### src/hw/rtl/sfs_pkg.sv
// ----------------------------------------------------------------------------
// sfs_pkg
// Shared types and codes of the sprite frame sequencer.
// ----------------------------------------------------------------------------
package sfs_pkg;

  localparam int CFG_INDEX_W = 3;
  localparam int CFG_DATA_W  = 24;
  localparam int LOOP_W      = 16;
  localparam int OUT_COORD_W = 8;

  localparam logic [CFG_INDEX_W-1:0] REG_SHEET_COLS     = 3'd0;
  localparam logic [CFG_INDEX_W-1:0] REG_SHEET_ROWS     = 3'd1;
  localparam logic [CFG_INDEX_W-1:0] REG_START_POSITION = 3'd2;
  localparam logic [CFG_INDEX_W-1:0] REG_END_POSITION   = 3'd3;
  localparam logic [CFG_INDEX_W-1:0] REG_FRAME_PERIOD   = 3'd4;
  localparam logic [CFG_INDEX_W-1:0] REG_LOOPS          = 3'd5;
  localparam logic [CFG_INDEX_W-1:0] REG_PINGPONG       = 3'd6;

  localparam logic [1:0] CMD_TICK    = 2'd0;
  localparam logic [1:0] CMD_PLAY    = 2'd1;
  localparam logic [1:0] CMD_PAUSE   = 2'd2;
  localparam logic [1:0] CMD_RESTART = 2'd3;

  typedef enum logic [1:0] {
    MODE_PLAY    = 2'd0,
    MODE_PAUSE   = 2'd1,
    MODE_END     = 2'd2,
    MODE_RESTART = 2'd3
  } mode_t;

  typedef struct packed {
    logic [8:0]  sheet_cols;
    logic [8:0]  sheet_rows;
    logic [15:0] start_position;
    logic [15:0] end_position;
    logic [23:0] frame_period;
    logic [15:0] loops_to_complete;
    logic        pingpong_enable;
  } cfg_t;

  typedef struct packed {
    mode_t              mode;
    logic               backward;
    logic [LOOP_W-1:0]  loops_done;
  } ctrl_t;

endpackage

### src/hw/rtl/sfs_in_if.sv
// ----------------------------------------------------------------------------
// sfs_in_if
// Command channel: one word carries a command and a time delta.
// ----------------------------------------------------------------------------
interface sfs_in_if;
  logic        valid;
  logic        ready;
  logic [1:0]  command;
  logic [15:0] delta_time;

  modport source (output valid, output command, output delta_time, input ready);
  modport sink (input valid, input command, input delta_time, output ready);
endinterface

### src/hw/rtl/sfs_out_if.sv
// ----------------------------------------------------------------------------
// sfs_out_if
// Frame channel: one word per command with cursor, mode and direction.
// ----------------------------------------------------------------------------
interface sfs_out_if;
  logic       valid;
  logic       ready;
  logic [7:0] frame_col;
  logic [7:0] frame_row;
  logic [1:0] play_state;
  logic       reversing;

  modport source (output valid, output frame_col, output frame_row,
                  output play_state, output reversing, input ready);
  modport sink (input valid, input frame_col, input frame_row,
                input play_state, input reversing, output ready);
endinterface

### src/hw/rtl/sfs_config.sv
// ----------------------------------------------------------------------------
// sfs_config
// Configuration register file, written by index.
// ----------------------------------------------------------------------------
module sfs_config (
  input  logic                           clk,
  input  logic                           rst,
  input  logic                           cfg_we,
  input  logic [sfs_pkg::CFG_INDEX_W-1:0] cfg_index,
  input  logic [sfs_pkg::CFG_DATA_W-1:0]  cfg_data,
  output sfs_pkg::cfg_t                  cfg
);
  import sfs_pkg::*;

  cfg_t regs;

  always_ff @(posedge clk) begin
    if (rst) begin
      regs.sheet_cols        <= 9'd1;
      regs.sheet_rows        <= 9'd1;
      regs.start_position    <= '0;
      regs.end_position      <= '0;
      regs.frame_period      <= '0;
      regs.loops_to_complete <= '0;
      regs.pingpong_enable   <= 1'b0;
    end else if (cfg_we) begin
      case (cfg_index)
        REG_SHEET_COLS:     regs.sheet_cols        <= cfg_data[8:0];
        REG_SHEET_ROWS:     regs.sheet_rows        <= cfg_data[8:0];
        REG_START_POSITION: regs.start_position    <= cfg_data[15:0];
        REG_END_POSITION:   regs.end_position      <= cfg_data[15:0];
        REG_FRAME_PERIOD:   regs.frame_period      <= cfg_data[23:0];
        REG_LOOPS:          regs.loops_to_complete <= cfg_data[15:0];
        REG_PINGPONG:       regs.pingpong_enable   <= cfg_data[0];
        default: begin
        end
      endcase
    end
  end

  assign cfg = regs;
endmodule

### src/hw/rtl/sfs_step.sv
// ----------------------------------------------------------------------------
// sfs_step
// Next-state logic for one command word: mode, timer, cursor and loops.
// ----------------------------------------------------------------------------
module sfs_step #(
  parameter int COORD_BITS = 8,
  parameter int TIMER_BITS = 24
) (
  input  sfs_pkg::cfg_t          cfg,
  input  logic [1:0]             command,
  input  logic [15:0]            delta_time,
  input  logic [COORD_BITS-1:0]  col,
  input  logic [COORD_BITS-1:0]  row,
  input  logic [TIMER_BITS-1:0]  elapsed,
  input  sfs_pkg::ctrl_t         ctrl,
  output logic [COORD_BITS-1:0]  col_next,
  output logic [COORD_BITS-1:0]  row_next,
  output logic [TIMER_BITS-1:0]  elapsed_next,
  output sfs_pkg::ctrl_t         ctrl_next
);
  import sfs_pkg::*;

  localparam int LIM = 1 << COORD_BITS;
  localparam int SW  = ((TIMER_BITS > 16) ? TIMER_BITS : 16) + 1;
  localparam int CW  = (TIMER_BITS > 24) ? TIMER_BITS : 24;
  localparam logic [SW-1:0] TMAX = {{(SW-TIMER_BITS){1'b0}}, {TIMER_BITS{1'b1}}};

  function automatic ctrl_t count_loop(ctrl_t c, logic [LOOP_W-1:0] target);
    ctrl_t r;
    r = c;
    if (c.loops_done != '1) r.loops_done = c.loops_done + LOOP_W'(1);
    if (target != '0 && r.loops_done >= target) r.mode = MODE_END;
    return r;
  endfunction

  function automatic logic [COORD_BITS-1:0] size_m1(logic [8:0] v);
    logic [COORD_BITS-1:0] r;
    if (v == 9'd0) r = '0;
    else if (32'(v) > LIM) r = '1;
    else r = COORD_BITS'(v - 9'd1);
    return r;
  endfunction

  function automatic logic [COORD_BITS-1:0] clamp(logic [7:0] v,
                                                 logic [COORD_BITS-1:0] m1);
    logic [COORD_BITS-1:0] r;
    if (32'(v) > 32'(m1)) r = m1;
    else r = COORD_BITS'(v);
    return r;
  endfunction

  logic [COORD_BITS-1:0] cols_m1, rows_m1, sc, sr, ec, er;
  logic [COORD_BITS-1:0] c0, r0, c2, r2;
  logic [TIMER_BITS-1:0] e0, e1;
  logic [SW-1:0]         sum;
  ctrl_t                 k0, k1;
  logic                  fire;

  assign cols_m1 = size_m1(cfg.sheet_cols);
  assign rows_m1 = size_m1(cfg.sheet_rows);
  assign sc = clamp(cfg.start_position[7:0], cols_m1);
  assign sr = clamp(cfg.start_position[15:8], rows_m1);
  assign ec = clamp(cfg.end_position[7:0], cols_m1);
  assign er = clamp(cfg.end_position[15:8], rows_m1);

  always_comb begin
    c0 = col;
    r0 = row;
    e0 = elapsed;
    k0 = ctrl;
    if (ctrl.mode == MODE_END || ctrl.mode == MODE_RESTART) begin
      c0 = sc;
      r0 = sr;
    end
    if (ctrl.mode == MODE_RESTART) begin
      e0 = '0;
      k0.loops_done = '0;
      k0.backward = 1'b0;
      k0.mode = MODE_PLAY;
    end
    sum = SW'(e0) + SW'(delta_time);
    e1 = (sum > TMAX) ? '1 : TIMER_BITS'(sum);
    fire = (CW'(e1) >= CW'(cfg.frame_period)) && (k0.mode == MODE_PLAY);
  end

  always_comb begin
    col_next = col;
    row_next = row;
    elapsed_next = elapsed;
    ctrl_next = ctrl;
    k1 = k0;
    c2 = c0;
    r2 = r0;
    case (command)
      CMD_PLAY:    ctrl_next.mode = MODE_PLAY;
      CMD_PAUSE:   ctrl_next.mode = MODE_PAUSE;
      CMD_RESTART: ctrl_next.mode = MODE_RESTART;
      CMD_TICK: begin
        col_next = c0;
        row_next = r0;
        ctrl_next = k0;
        elapsed_next = e1;
        if (fire) begin
          elapsed_next = '0;
          if (!(sc == ec && sr == er && c0 == sc && r0 == sr)) begin
            if (c0 >= ec && r0 >= er) begin
              k1 = count_loop(k0, cfg.loops_to_complete);
              if (cfg.pingpong_enable) k1.backward = 1'b1;
            end
            if (c0 >= ec && r0 >= er && !cfg.pingpong_enable) begin
              col_next = sc;
              row_next = sr;
              ctrl_next = k1;
            end else begin
              if (!k1.backward) begin
                if (c0 < cols_m1) begin
                  c2 = c0 + COORD_BITS'(1);
                end else begin
                  c2 = '0;
                  r2 = (r0 < rows_m1) ? r0 + COORD_BITS'(1) : '0;
                end
              end else begin
                if (c0 > '0) begin
                  c2 = c0 - COORD_BITS'(1);
                end else begin
                  c2 = cols_m1;
                  r2 = (r0 > '0) ? r0 - COORD_BITS'(1) : rows_m1;
                end
              end
              col_next = c2;
              row_next = r2;
              ctrl_next = k1;
              if (k1.backward && c2 <= sc && r2 <= sr) begin
                ctrl_next = count_loop(k1, cfg.loops_to_complete);
                ctrl_next.backward = 1'b0;
              end
            end
          end
        end
      end
      default: begin
      end
    endcase
  end
endmodule

### src/hw/rtl/sprite_frame_sequencer.sv
// ----------------------------------------------------------------------------
// sprite_frame_sequencer
// Output: the frame word is registered and appears in the cycle after its command word is accepted.
// Throughput: 1 word per cycle; the state update is combinational, and
// a frame word held by the sink stalls the command channel until it is taken.
// Reset: cursor, timer and loop count clear, mode goes to restart pending.
// ----------------------------------------------------------------------------
module sprite_frame_sequencer #(
  parameter int COORD_BITS = 8,
  parameter int TIMER_BITS = 24
) (
  input  logic                            clk,
  input  logic                            rst,
  sfs_in_if.sink                          cmd,
  sfs_out_if.source                       frame,
  input  logic                            cfg_we,
  input  logic [sfs_pkg::CFG_INDEX_W-1:0] cfg_index,
  input  logic [sfs_pkg::CFG_DATA_W-1:0]  cfg_data
);
  import sfs_pkg::*;

  cfg_t                  cfg;
  logic [COORD_BITS-1:0] cursor_col, cursor_row, col_next, row_next;
  logic [TIMER_BITS-1:0] elapsed, elapsed_next;
  ctrl_t                 ctrl, ctrl_next;
  logic                  out_valid;
  logic                  ready;
  logic                  accept;

  sfs_config u_config (
    .clk       (clk),
    .rst       (rst),
    .cfg_we    (cfg_we),
    .cfg_index (cfg_index),
    .cfg_data  (cfg_data),
    .cfg       (cfg)
  );

  sfs_step #(
    .COORD_BITS (COORD_BITS),
    .TIMER_BITS (TIMER_BITS)
  ) u_step (
    .cfg          (cfg),
    .command      (cmd.command),
    .delta_time   (cmd.delta_time),
    .col          (cursor_col),
    .row          (cursor_row),
    .elapsed      (elapsed),
    .ctrl         (ctrl),
    .col_next     (col_next),
    .row_next     (row_next),
    .elapsed_next (elapsed_next),
    .ctrl_next    (ctrl_next)
  );

  assign ready  = !out_valid || frame.ready;
  assign accept = cmd.valid && ready;
  assign cmd.ready = ready;

  always_ff @(posedge clk) begin
    if (rst) begin
      cursor_col      <= '0;
      cursor_row      <= '0;
      elapsed         <= '0;
      ctrl.mode       <= MODE_RESTART;
      ctrl.backward   <= 1'b0;
      ctrl.loops_done <= '0;
      out_valid       <= 1'b0;
    end else begin
      if (accept) begin
        cursor_col <= col_next;
        cursor_row <= row_next;
        elapsed    <= elapsed_next;
        ctrl       <= ctrl_next;
        out_valid  <= 1'b1;
      end else if (frame.ready) begin
        out_valid <= 1'b0;
      end
    end
  end

  always_ff @(posedge clk) begin
    if (accept) begin
      frame.frame_col  <= OUT_COORD_W'(col_next);
      frame.frame_row  <= OUT_COORD_W'(row_next);
      frame.play_state <= ctrl_next.mode;
      frame.reversing  <= ctrl_next.backward;
    end
  end

  assign frame.valid = out_valid;

`ifndef NO_ASSERTIONS
  a_word_out: assert property (@(posedge clk) disable iff (rst)
    accept |=> frame.valid)
    else $error("accepted command produced no frame word");

  a_restart: assert property (@(posedge clk) disable iff (rst)
    accept && cmd.command == CMD_RESTART |=> frame.play_state == MODE_RESTART)
    else $error("restart command did not report restart pending");

  a_hold: assert property (@(posedge clk) disable iff (rst)
    !accept |=> $stable(cursor_col) && $stable(cursor_row) && $stable(elapsed))
    else $error("state moved without an accepted command");
`endif
endmodule
### src/flat_wrapper.sv
// flat-port wrapper written by rule: the top's interface ports become plain ports
module sprite_frame_sequencer_flat import sfs_pkg::*;
#(
  parameter int COORD_BITS = 8,
  parameter int TIMER_BITS = 24
)
  (clk, rst, cfg_we, cfg_index, cfg_data, cmd_valid, cmd_command, cmd_delta_time, cmd_ready, frame_valid, frame_frame_col, frame_frame_row, frame_play_state, frame_reversing, frame_ready);
  sfs_in_if cmd_i ();
  sfs_out_if frame_i ();
  input  logic clk;
  input  logic rst;
  input  logic cfg_we;
  input  logic [sfs_pkg::CFG_INDEX_W-1:0] cfg_index;
  input  logic [sfs_pkg::CFG_DATA_W-1:0] cfg_data;
  input wire logic [$bits(cmd_i.valid)-1:0] cmd_valid;
  input wire logic [$bits(cmd_i.command)-1:0] cmd_command;
  input wire logic [$bits(cmd_i.delta_time)-1:0] cmd_delta_time;
  output wire logic [$bits(cmd_i.ready)-1:0] cmd_ready;
  output wire logic [$bits(frame_i.valid)-1:0] frame_valid;
  output wire logic [$bits(frame_i.frame_col)-1:0] frame_frame_col;
  output wire logic [$bits(frame_i.frame_row)-1:0] frame_frame_row;
  output wire logic [$bits(frame_i.play_state)-1:0] frame_play_state;
  output wire logic [$bits(frame_i.reversing)-1:0] frame_reversing;
  input wire logic [$bits(frame_i.ready)-1:0] frame_ready;
  assign cmd_i.valid = cmd_valid;
  assign cmd_i.command = cmd_command;
  assign cmd_i.delta_time = cmd_delta_time;
  assign cmd_ready = cmd_i.ready;
  assign frame_valid = frame_i.valid;
  assign frame_frame_col = frame_i.frame_col;
  assign frame_frame_row = frame_i.frame_row;
  assign frame_play_state = frame_i.play_state;
  assign frame_reversing = frame_i.reversing;
  assign frame_i.ready = frame_ready;
  sprite_frame_sequencer #(.COORD_BITS(COORD_BITS), .TIMER_BITS(TIMER_BITS)) u_core (.clk(clk), .rst(rst), .cmd(cmd_i), .frame(frame_i), .cfg_we(cfg_we), .cfg_index(cfg_index), .cfg_data(cfg_data));
endmodule
### config.mk
export PLATFORM = sky130hd
export DESIGN_NAME = sprite_frame_sequencer_flat
export DESIGN_NICKNAME = d
export VERILOG_FILES = /design/src/hw/rtl/sfs_pkg.sv /design/src/hw/rtl/sfs_in_if.sv /design/src/hw/rtl/sfs_out_if.sv /design/src/hw/rtl/sfs_config.sv /design/src/hw/rtl/sfs_step.sv /design/src/hw/rtl/sprite_frame_sequencer.sv /design/src/flat_wrapper.sv
export SDC_FILE = /design/constraint.sdc
export NUM_CORES = 1
export LEC_CHECK = 0
export BUFFER_PORTS_ARGS = -buffer_cell sky130_fd_sc_hd__buf_2
export CELL_PAD_IN_SITES_DETAIL_PLACEMENT = 1
export CELL_PAD_IN_SITES_GLOBAL_PLACEMENT = 1
export CORE_AREA = 2 2 175 220
export DETAILED_ROUTE_END_ITERATION = 7
export DIE_AREA = 0 0 177 222
export PLACE_DENSITY_LB_ADDON = 0.3
export SLEW_MARGIN = 10
export SYNTH_ARGS = -nofsm -noshare
export SYNTH_HDL_FRONTEND = slang
export SYNTH_SLANG_ARGS = --single-unit
### constraint.sdc
create_clock -name clk -period 9.04 [get_ports clk]
set_input_delay 1.356 -clock clk [delete_from_list [all_inputs] [get_ports clk]]
set_output_delay 1.356 -clock clk [all_outputs]
set_load 0.01 [all_outputs]
**Word-level counts from Yosys, hierarchy flattened**

Cells that the tools add are included.

- Bits in registers: 170
- Bits of input ports: 50
- Output and inout bits: 21
- Word-level logic and storage cells: 156

- Add/subtract/negate cells: 9
- $lt $le $gt $ge: 18
- Eq/ne operators: 17
- Multiplexer cells: 64
- Reduce and logical (&&, ||, !) cells: 30

Operator list:

| cell | count |
|---|---|
| 8-bit 2-to-1 mux | 34 |
| 16-bit 2-to-1 mux | 11 |
| 19-bit 2-to-1 mux | 9 |
| 24-bit 2-to-1 mux | 3 |
| 16-bit by 1-bit adder with 16-bit output (second input constant) | 2 |
| 8-bit equality test | 4 |
| 16-bit >= comparator | 2 |
| 8-bit greater-than comparator | 4 |
| 16-bit != test (second input constant) | 2 |
| 8-bit by 1-bit subtractor with 8-bit output (second input constant) | 4 |
| 24-bit by 16-bit adder with 25-bit output | 1 |
| 25-bit by 24-bit greater-than comparator with 1-bit output (second input constant) | 1 |
| 24-bit >= comparator | 1 |
| 9-bit greater-than comparator (second input constant) | 2 |
| 9-bit logical NOT | 2 |
| 17-bit 2-to-1 mux | 1 |
| 8-bit by 1-bit adder with 8-bit output (second input constant) | 2 |
| 8-bit >= comparator | 2 |
| 8-bit by 1-bit greater-than comparator with 1-bit output (second input constant) | 2 |
| 8-bit <= comparator | 2 |
| 8-bit < comparator | 2 |
| 2-bit AND reduction | 8 |
| 16-bit nonzero test | 1 |
| 1-bit logical AND | 11 |
| other kinds (13) | 25 |

**Longest topological paths before layout**

Gate-level depths: netlist (run 1).

- Word-level depth: 40
- Depth in mapped cells: 46
- Gate-level depth less buffers: 42

**Cells and area by module**

A second synthesis (run 1) with hierarchy kept.

- Cell total of the unflattened synthesis: 2133
- Area, all modules: 17146.4 µm²

Modules (own cells, without submodules):

| module | instances | cells an instance | area each (µm²) |
|---|---|---|---|
| sfs_step | 1 | 1509 | 10197.3 |
| sfs_config | 1 | 330 | 3663.5 |
| sprite_frame_sequencer | 1 | 294 | 3285.7 |

**Least setup slack after synthesis (run 1)**

Ideal clock, no wire load.

- Path kind: register to register
- Start: register u_core.u_config.regs, in the netlist u_core.u_config.cfg[73]
- End: register u_core.frame.play_state[1], data pin
- Arrival time: 8.398 ns
- Path slack: 0.383 ns
- Stages on the path, launching flop included: 45
- Buffers on the path: 3
- Cell sequence: dfxtp_1 -> inv_1 -> ha_1 -> nor4b_2 -> nand2_1 -> maj3_1 -> inv_2 -> ha_1 -> nor2b_1 -> o211a_1 -> o21a_1 -> clkbuf_1 -> nor2_2 -> o21ai_1 -> a21oi_1 -> ha_1 -> a21oi_1 -> o21a_1 -> [... 9 more ...] -> a32oi_1 -> nand2_1 -> or4_1 -> buf_6 -> nor2b_4 -> nand3_1 -> xor2_1 -> ha_1 -> a21o_1 -> a21o_1 -> a21oi_1 -> nor2b_1 -> o21ai_0 -> a32oi_1 -> a32oi_1 -> a211oi_1 -> o21ai_0 -> nand2_1

RTL lines:

| element | line | RTL |
|---|---|---|
| start: declaration | sfs_config.sv:15 | `cfg_t regs;` |
| end signal: assignment | sprite_frame_sequencer.sv:86 | `frame.play_state <= ctrl_next.mode;` |
| end: declaration | sfs_out_if.sv:14 | `output play_state, output reversing, input ready);` |

==> results of run 1 <==
==> cell families after synthesis <==
logic type | Yosys count | share of synthesized area [%]
buffers and inverters | 220 | 5.84
AO/OA/AOI/OAI | 612 | 26.0
multiplexers | 24 | 1.58
XOR/XNOR | 85 | 4.70
flip-flops | 170 | 22.7
adder cells (fa/ha/maj) | 166 | 13.1
AND/OR/NAND/NOR | 847 | 26.1
==> area by class of cell <==
type	count	area (um2)	area share (%)
Clock inverter	14	135	0.752
Multi-Input combinational cell	1736	11600	64.8
Sequential cell	170	3590	20.0
Timing Repair Buffer	171	1120	6.21
Antenna cell	1	2.50	0.0139
Tap cell	486	608	3.39
Inverter	114	430	2.40
Clock buffer	18	429	2.39
==> cell usage in the layout, fill, tap and decap left out, types with 22 or more instances in the layout <==
| cell type | count |
|---|---|
| buf_2 | 69 |
| a31oi_1 | 37 |
| nand2b_1 | 22 |
| nand3_1 | 69 |
| nor3_1 | 53 |
| ha_1 | 159 |
| xnor2_1 | 63 |
| a22o_1 | 22 |
| a21oi_1 | 200 |
| inv_1 | 104 |
| nand4_1 | 33 |
| nor2b_1 | 43 |
| nand2_1 | 347 |
| dfxtp_1 | 150 |
| o21ai_0 | 76 |
| nor2_1 | 125 |
| a21o_1 | 31 |
| buf_4 | 99 |
==> layer usage <==
layer	track usage [%]	vias up
met4	19.9	0
met3	3.81	234
li1	-	7890
met5	0	-
met2	55.7	550
met1	34.6	8392
==> stage by stage <==
| stage | worst slack [ps] | power, mW | TNS (ps) | instance area, um2 |
|---|---|---|---|---|
| finish | 314 | 3.18 | 0 | 18000 |
| global route | -110 | 3.33 | -136 | 18000 |
| CTS | 84.1 | 3.05 | 0 | 17500 |
| detailed placement | -372 | 2.30 | -1240 | 16900 |
| global placement | -12.5 | 2.26 | -22.9 | 16900 |
| floorplan | 383 | 1.80 | 0 | 15800 |
==> power by group through the flow <==
stage	sequential, mW	clock (mW)	combinational (mW)
detailed placement	0.835	0	1.47
global placement	0.834	0	1.43
global route	0.821	0.772	1.74
floorplan	0.827	0	0.969
finish	0.819	0.733	1.63
CTS	0.818	0.744	1.49
==> flip-flops by register name, summed over array words and instances (netlist names) <==
| register | cells |
|---|---|
| u_core.ctrl | 19 |
| u_core.u_config.cfg | 91 |
| u_core.frame.frame_row | 8 |
| u_core.frame.valid | 1 |
| u_core.cursor_col | 8 |
| u_core.frame.frame_col | 8 |
| u_core.elapsed | 24 |
| u_core.frame.play_state | 2 |
| u_core.cursor_row | 8 |
| u_core.frame.reversing | 1 |
==> timing repair <==
item	CTS	global route
cloned	0	2
gates resized for setup	12	66
setup buffers	0	30
hold buffers	0	0
endpoints found under the setup margin	7	21
pin swaps	0	24
==> final timing paths <==
check | to | slack, ps | start
hold reg to reg | u_core.u_config.cfg[28] | 460 | u_core.u_config.cfg[28]
setup reg to reg | u_core.frame.play_state[1] | 310 | u_core.u_config.cfg[83]
hold / removal | u_core.u_config.cfg[28] | 460 | u_core.u_config.cfg[28]
setup / recovery | u_core.frame.play_state[1] | 310 | u_core.u_config.cfg[83]
==> worst min-delay path, cell delays in order, from the launching register on <==
cell and delay [ps]:
dfxtp_1 310, nand2_1 50, a21oi_1 50
==> results.toml, run 1 <==
[run_status]
status = "finished clean"

[synthesis]
synthTopCellsByArea = "dfxtp_1 19%, ha_1 13%, nand2_1 8.2%"
syn_avg_cell_area_um2 = 7.46
synth_common_cells = "348 x nand2_1, 203 x a21oi_1, 163 x ha_1, 151 x dfxtp_1, 131 x nor2_1"
syn_nets = 2338
synth-edff-count = 19
synth_cell_types = 116
synth_area_leader_cell = "dfxtp_1"
synth_warnings = 0
syn_area_mm2 = 0.0158
ys.flop_type = "dfxtp_1"
async_reset_ff_share_pct = 0
synth_cells = 2124
yosysTopAreaCellShare_pct = 19.1
ys_seq_elements = 170
yosysMostFrequentCell = "nand2_1"
ys_seq_area_share_pct = 22.7

[cts]
cts.sink_count = 170
clk_pin_slew_ps = 70
clock_latency_ps = 460
tritoncts = "done"
clk_path_buf_depth = 2
clockRootBuffer = "clkbuf_16"
htreeDepth = 4
cts_buffers = 17

[floorplanning]
rows = 79
initial_core_util_pct = 42.7
num_io_pins = 71
die_w_um = 177
die_area_mm2 = 0.0393
die_h_um = 222
core-area_mm2 = 0.0371

[timing]
whs_ps = 456
layout_min_cycle_time_ps = 8730
max_freq_ghz = 0.115
slew_headroom_pct = 24.9
worst_pin_slew_ps = 1120
fin_crit_sh_pct = 96.5
final-setup-viol-count = 0
hold_viol = 0
clock_skew_ps = 17.7
slew_viol_final = 0

[min_path]
holdPathStages = 2
holdCritPathClass = "flip-flop to flip-flop"

[grt]
antenna_found_initial = 1
grt_max_degree = 93
grt_pass1_wl_um = 95800
grt_usage_pct = 31.2
grt_pass1_vias = 17100
gr-total-overflow = 0

[route]
first_pass_iters = 7
wl_per_cell_um = 23.2
routed_wl_um = 62900
met1Wirelength_um = 24200
drt-initial-drc-count = 1081
detail-route-antenna-nets = 0
dr_total_vias = 17100
wl_met3_um = 2580
routed_via_density = 6.30
drcViolationCount = 0
top_layer_used = "met4"
wl_met2_um = 31600

[critical_path]
arrival_ps = 8930
critPathLaunchType = "flip-flop"
path_max_fanout = 7
critPathRequiredTime_ps = 9240
path_class = "flip-flop to flip-flop"
slowest_stage = "or4_4"
end_kind = "flip-flop"
critPathMaxStageDelay_ps = 610
cp.buffers_inverters = 4
crit_cells = 41
path_delay_family = "simple AND/OR/NAND/NOR gates"
path_common_cell = "nand2_1"
ff2ff_path_depth = 41

[power_and_ir_drop]
combPwrFrac_pct = 51.2
seq_power_share_pct = 25.7
p_switching_mw = 1.41
pwr-share-clk_pct = 23.0
intPower_mw = 1.77
leakagePower_nw = 7.10
vdd_drop_max_mv = 0.132
swShare_pct = 44.4
power.density_mw_per_mm2 = 177

[place]
place_congestion = 0.982
placed_cells = 2645
dp_hpwl_um = 48800
portBuffers = 70

[finish]
fill_cells = 4644
drive_above_1_share_pct = 15.0
syn_to_final_growth_pct = 13.3
finalNonFillerCells = 2710
nNetsFinal = 2424
final_core_util_pct = 48.4

[job]
max_cap_violations = 0
Power figures use the tool's default switching activity.
==> run 2, diff against run 1 <==
==> constraint.sdc (replaced) <==
create_clock -name clk -period 9.04 [get_ports clk]
set_input_delay 0.904 -clock clk [delete_from_list [all_inputs] [get_ports clk]]
set_output_delay 0.904 -clock clk [all_outputs]
set_load 0.01 [all_outputs]
==> results.toml, run 2 (synthesis results as in run 1) <==
[run_status]
status = "finished clean"

[critical_path]
arrival_ps = 8850
reg2reg_slack_ps = 400
path_max_fanout = 10
path_delay_family = "simple AND/OR/NAND/NOR gates"
critPathLaunchType = "flip-flop"
critPathRequiredTime_ps = 9250
crit_cells = 40
slowest_stage = "or4_4"
ff2ff_path_depth = 40
cp.buffers_inverters = 4
path_class = "flip-flop to flip-flop"
critPathMaxStageDelay_ps = 620
end_kind = "flip-flop"
path_common_cell = "nand2_1"

[place]
place_congestion = 0.971
post-place-ws_ps = -293
portBuffers = 70
dp_hpwl_um = 48900
placed_area_mm2 = 0.0169

[finish]
drive_above_1_share_pct = 15.4
nNetsFinal = 2424
fin_area_mm2 = 0.0181
final_cell_mix = "346 x nand2_1, 195 x a21oi_1, 158 x ha_1, 151 x dfxtp_1, 126 x nor2_1"
final_common_cell = "nand2_1"
n_antenna_cell = 0
largest_register_ffs = 91
syn_to_final_growth_pct = 13.9

[timing]
fin_crit_sh_pct = 95.6
layout_min_cycle_time_ps = 8640
worst_pin_slew_ps = 1210
clock_skew_ps = 10.6
setup_ws_ps = 398
final-setup-viol-count = 0
max_freq_ghz = 0.116
hold_viol = 0
slew_viol_final = 0
slew_headroom_pct = 19.1

[cts]
clock_latency_ps = 460
cts.sink_count = 170
clockRootBuffer = "clkbuf_16"
tritoncts = "done"
cts_hold_buf = 0
clk_path_buf_depth = 2
htreeDepth = 4
clk_pin_slew_ps = 80
cts_buffers = 17

[grt]
grt_usage_pct = 31.5
grt_pass1_vias = 17600
antenna_found_initial = 0
gr-total-overflow = 0
grt_max_degree = 93
grt_pass1_wl_um = 96800

[route]
drcViolationCount = 0
wl_per_cell_um = 23.5
routed_wl_um = 63600
dr_total_vias = 17000
first_pass_iters = 5
routed_via_density = 6.29
detail-route-antenna-nets = 0
drt-initial-drc-count = 1159

[min_path]
holdCritPathClass = "flip-flop to flip-flop"
holdPathStages = 2

[floorplanning]
die_h_um = 222
core-area_mm2 = 0.0371
num_io_pins = 71
rows = 79
die_w_um = 177
initial_core_util_pct = 42.7
die_area_mm2 = 0.0393

[power_and_ir_drop]
power_mw = 3.24
vdd_drop_max_mv = 0.139
power.density_mw_per_mm2 = 180
leakagePower_nw = 7.14

[job]
max_cap_violations = 0
run 2: cell count changes in the layout (fill, tap and decap cells not counted), moves of 3 or more:
| cell | previous run | this run |
|---|---|---|
| a21oi_1 | 200 | 195 |
| a21oi_2 | 7 | 12 |
| o21ai_1 | 9 | 14 |
| clkinv_4 | 1 | 4 |
| inv_2 | 9 | 12 |
| o21ai_0 | 76 | 73 |
run 2: what timing repair did:
item                       in CTS  in global routing
setup endpoints to repair       4                 18
pin swaps                       0                 19
gates resized for setup         9                 79
cloned                          0                  1
setup buffers                   0                 31
run 2: worst register-to-register path, delay by kind of cell, from the launching register on:
kind / cells / cell delay [ps]
buf+inv: 4 / 410
simple gates: 16 / 3620
xor+xnor: 1 / 250
flops: 1 / 340
fa+ha+maj: 5 / 1210
compound gates: 14 / 2560
run 2: metal layers:
layer  global-route usage, %  vias to the layer above  routed length [um]
met5                       0                        -                   0
met2                    57.2                      574               32100
met3                    3.50                      247                2490
li1                        -                     7896                   -
met1                    34.2                     8311               24200
met4                    20.5                        0                4820
run 2: stage by stage:
stage	utilization, %	TNS [ps]	hold slack (ps)	instances
2_1_floorplan	-	0	417	2124
3_3_place_gp	45.5	0	427	2645
3_5_place_dp	45.5	-914	441	2645
4_1_cts	47.2	0	459	2677
5_1_grt	48.7	-94.4	489	2709
6_report	48.7	0	454	2709
run 2: path summary, 6_finish.rpt:
kind	start	endpoint
max reg2reg	u_core.u_config.cfg[83]	u_core.frame.play_state[1]
min reg2reg	u_core.elapsed[0]	u_core.elapsed[0]
min	u_core.elapsed[0]	u_core.elapsed[0]
max	u_core.u_config.cfg[83]	u_core.frame.play_state[1]
run 2: report_power, final:
| part | leakage (nW) | total, mW | switching [mW] | internal [mW] |
|---|---|---|---|---|
| clock | 0.300 | 0.787 | 0.361 | 0.427 |
| sequential | 1.41 | 0.819 | 0.0290 | 0.790 |
| combinational | 5.43 | 1.64 | 1.04 | 0.596 |
run 2: cell type report:
| class | count | area, um2 |
|---|---|---|
| inverter | 114 | 428 |
| clock buffer | 18 | 439 |
| clock inverter | 14 | 179 |
| timing repair buffer | 172 | 1130 |
| multi-input combinational | 1735 | 11700 |
| sequential | 170 | 3590 |
| tap | 486 | 608 |
| fill | 4697 | 19000 |
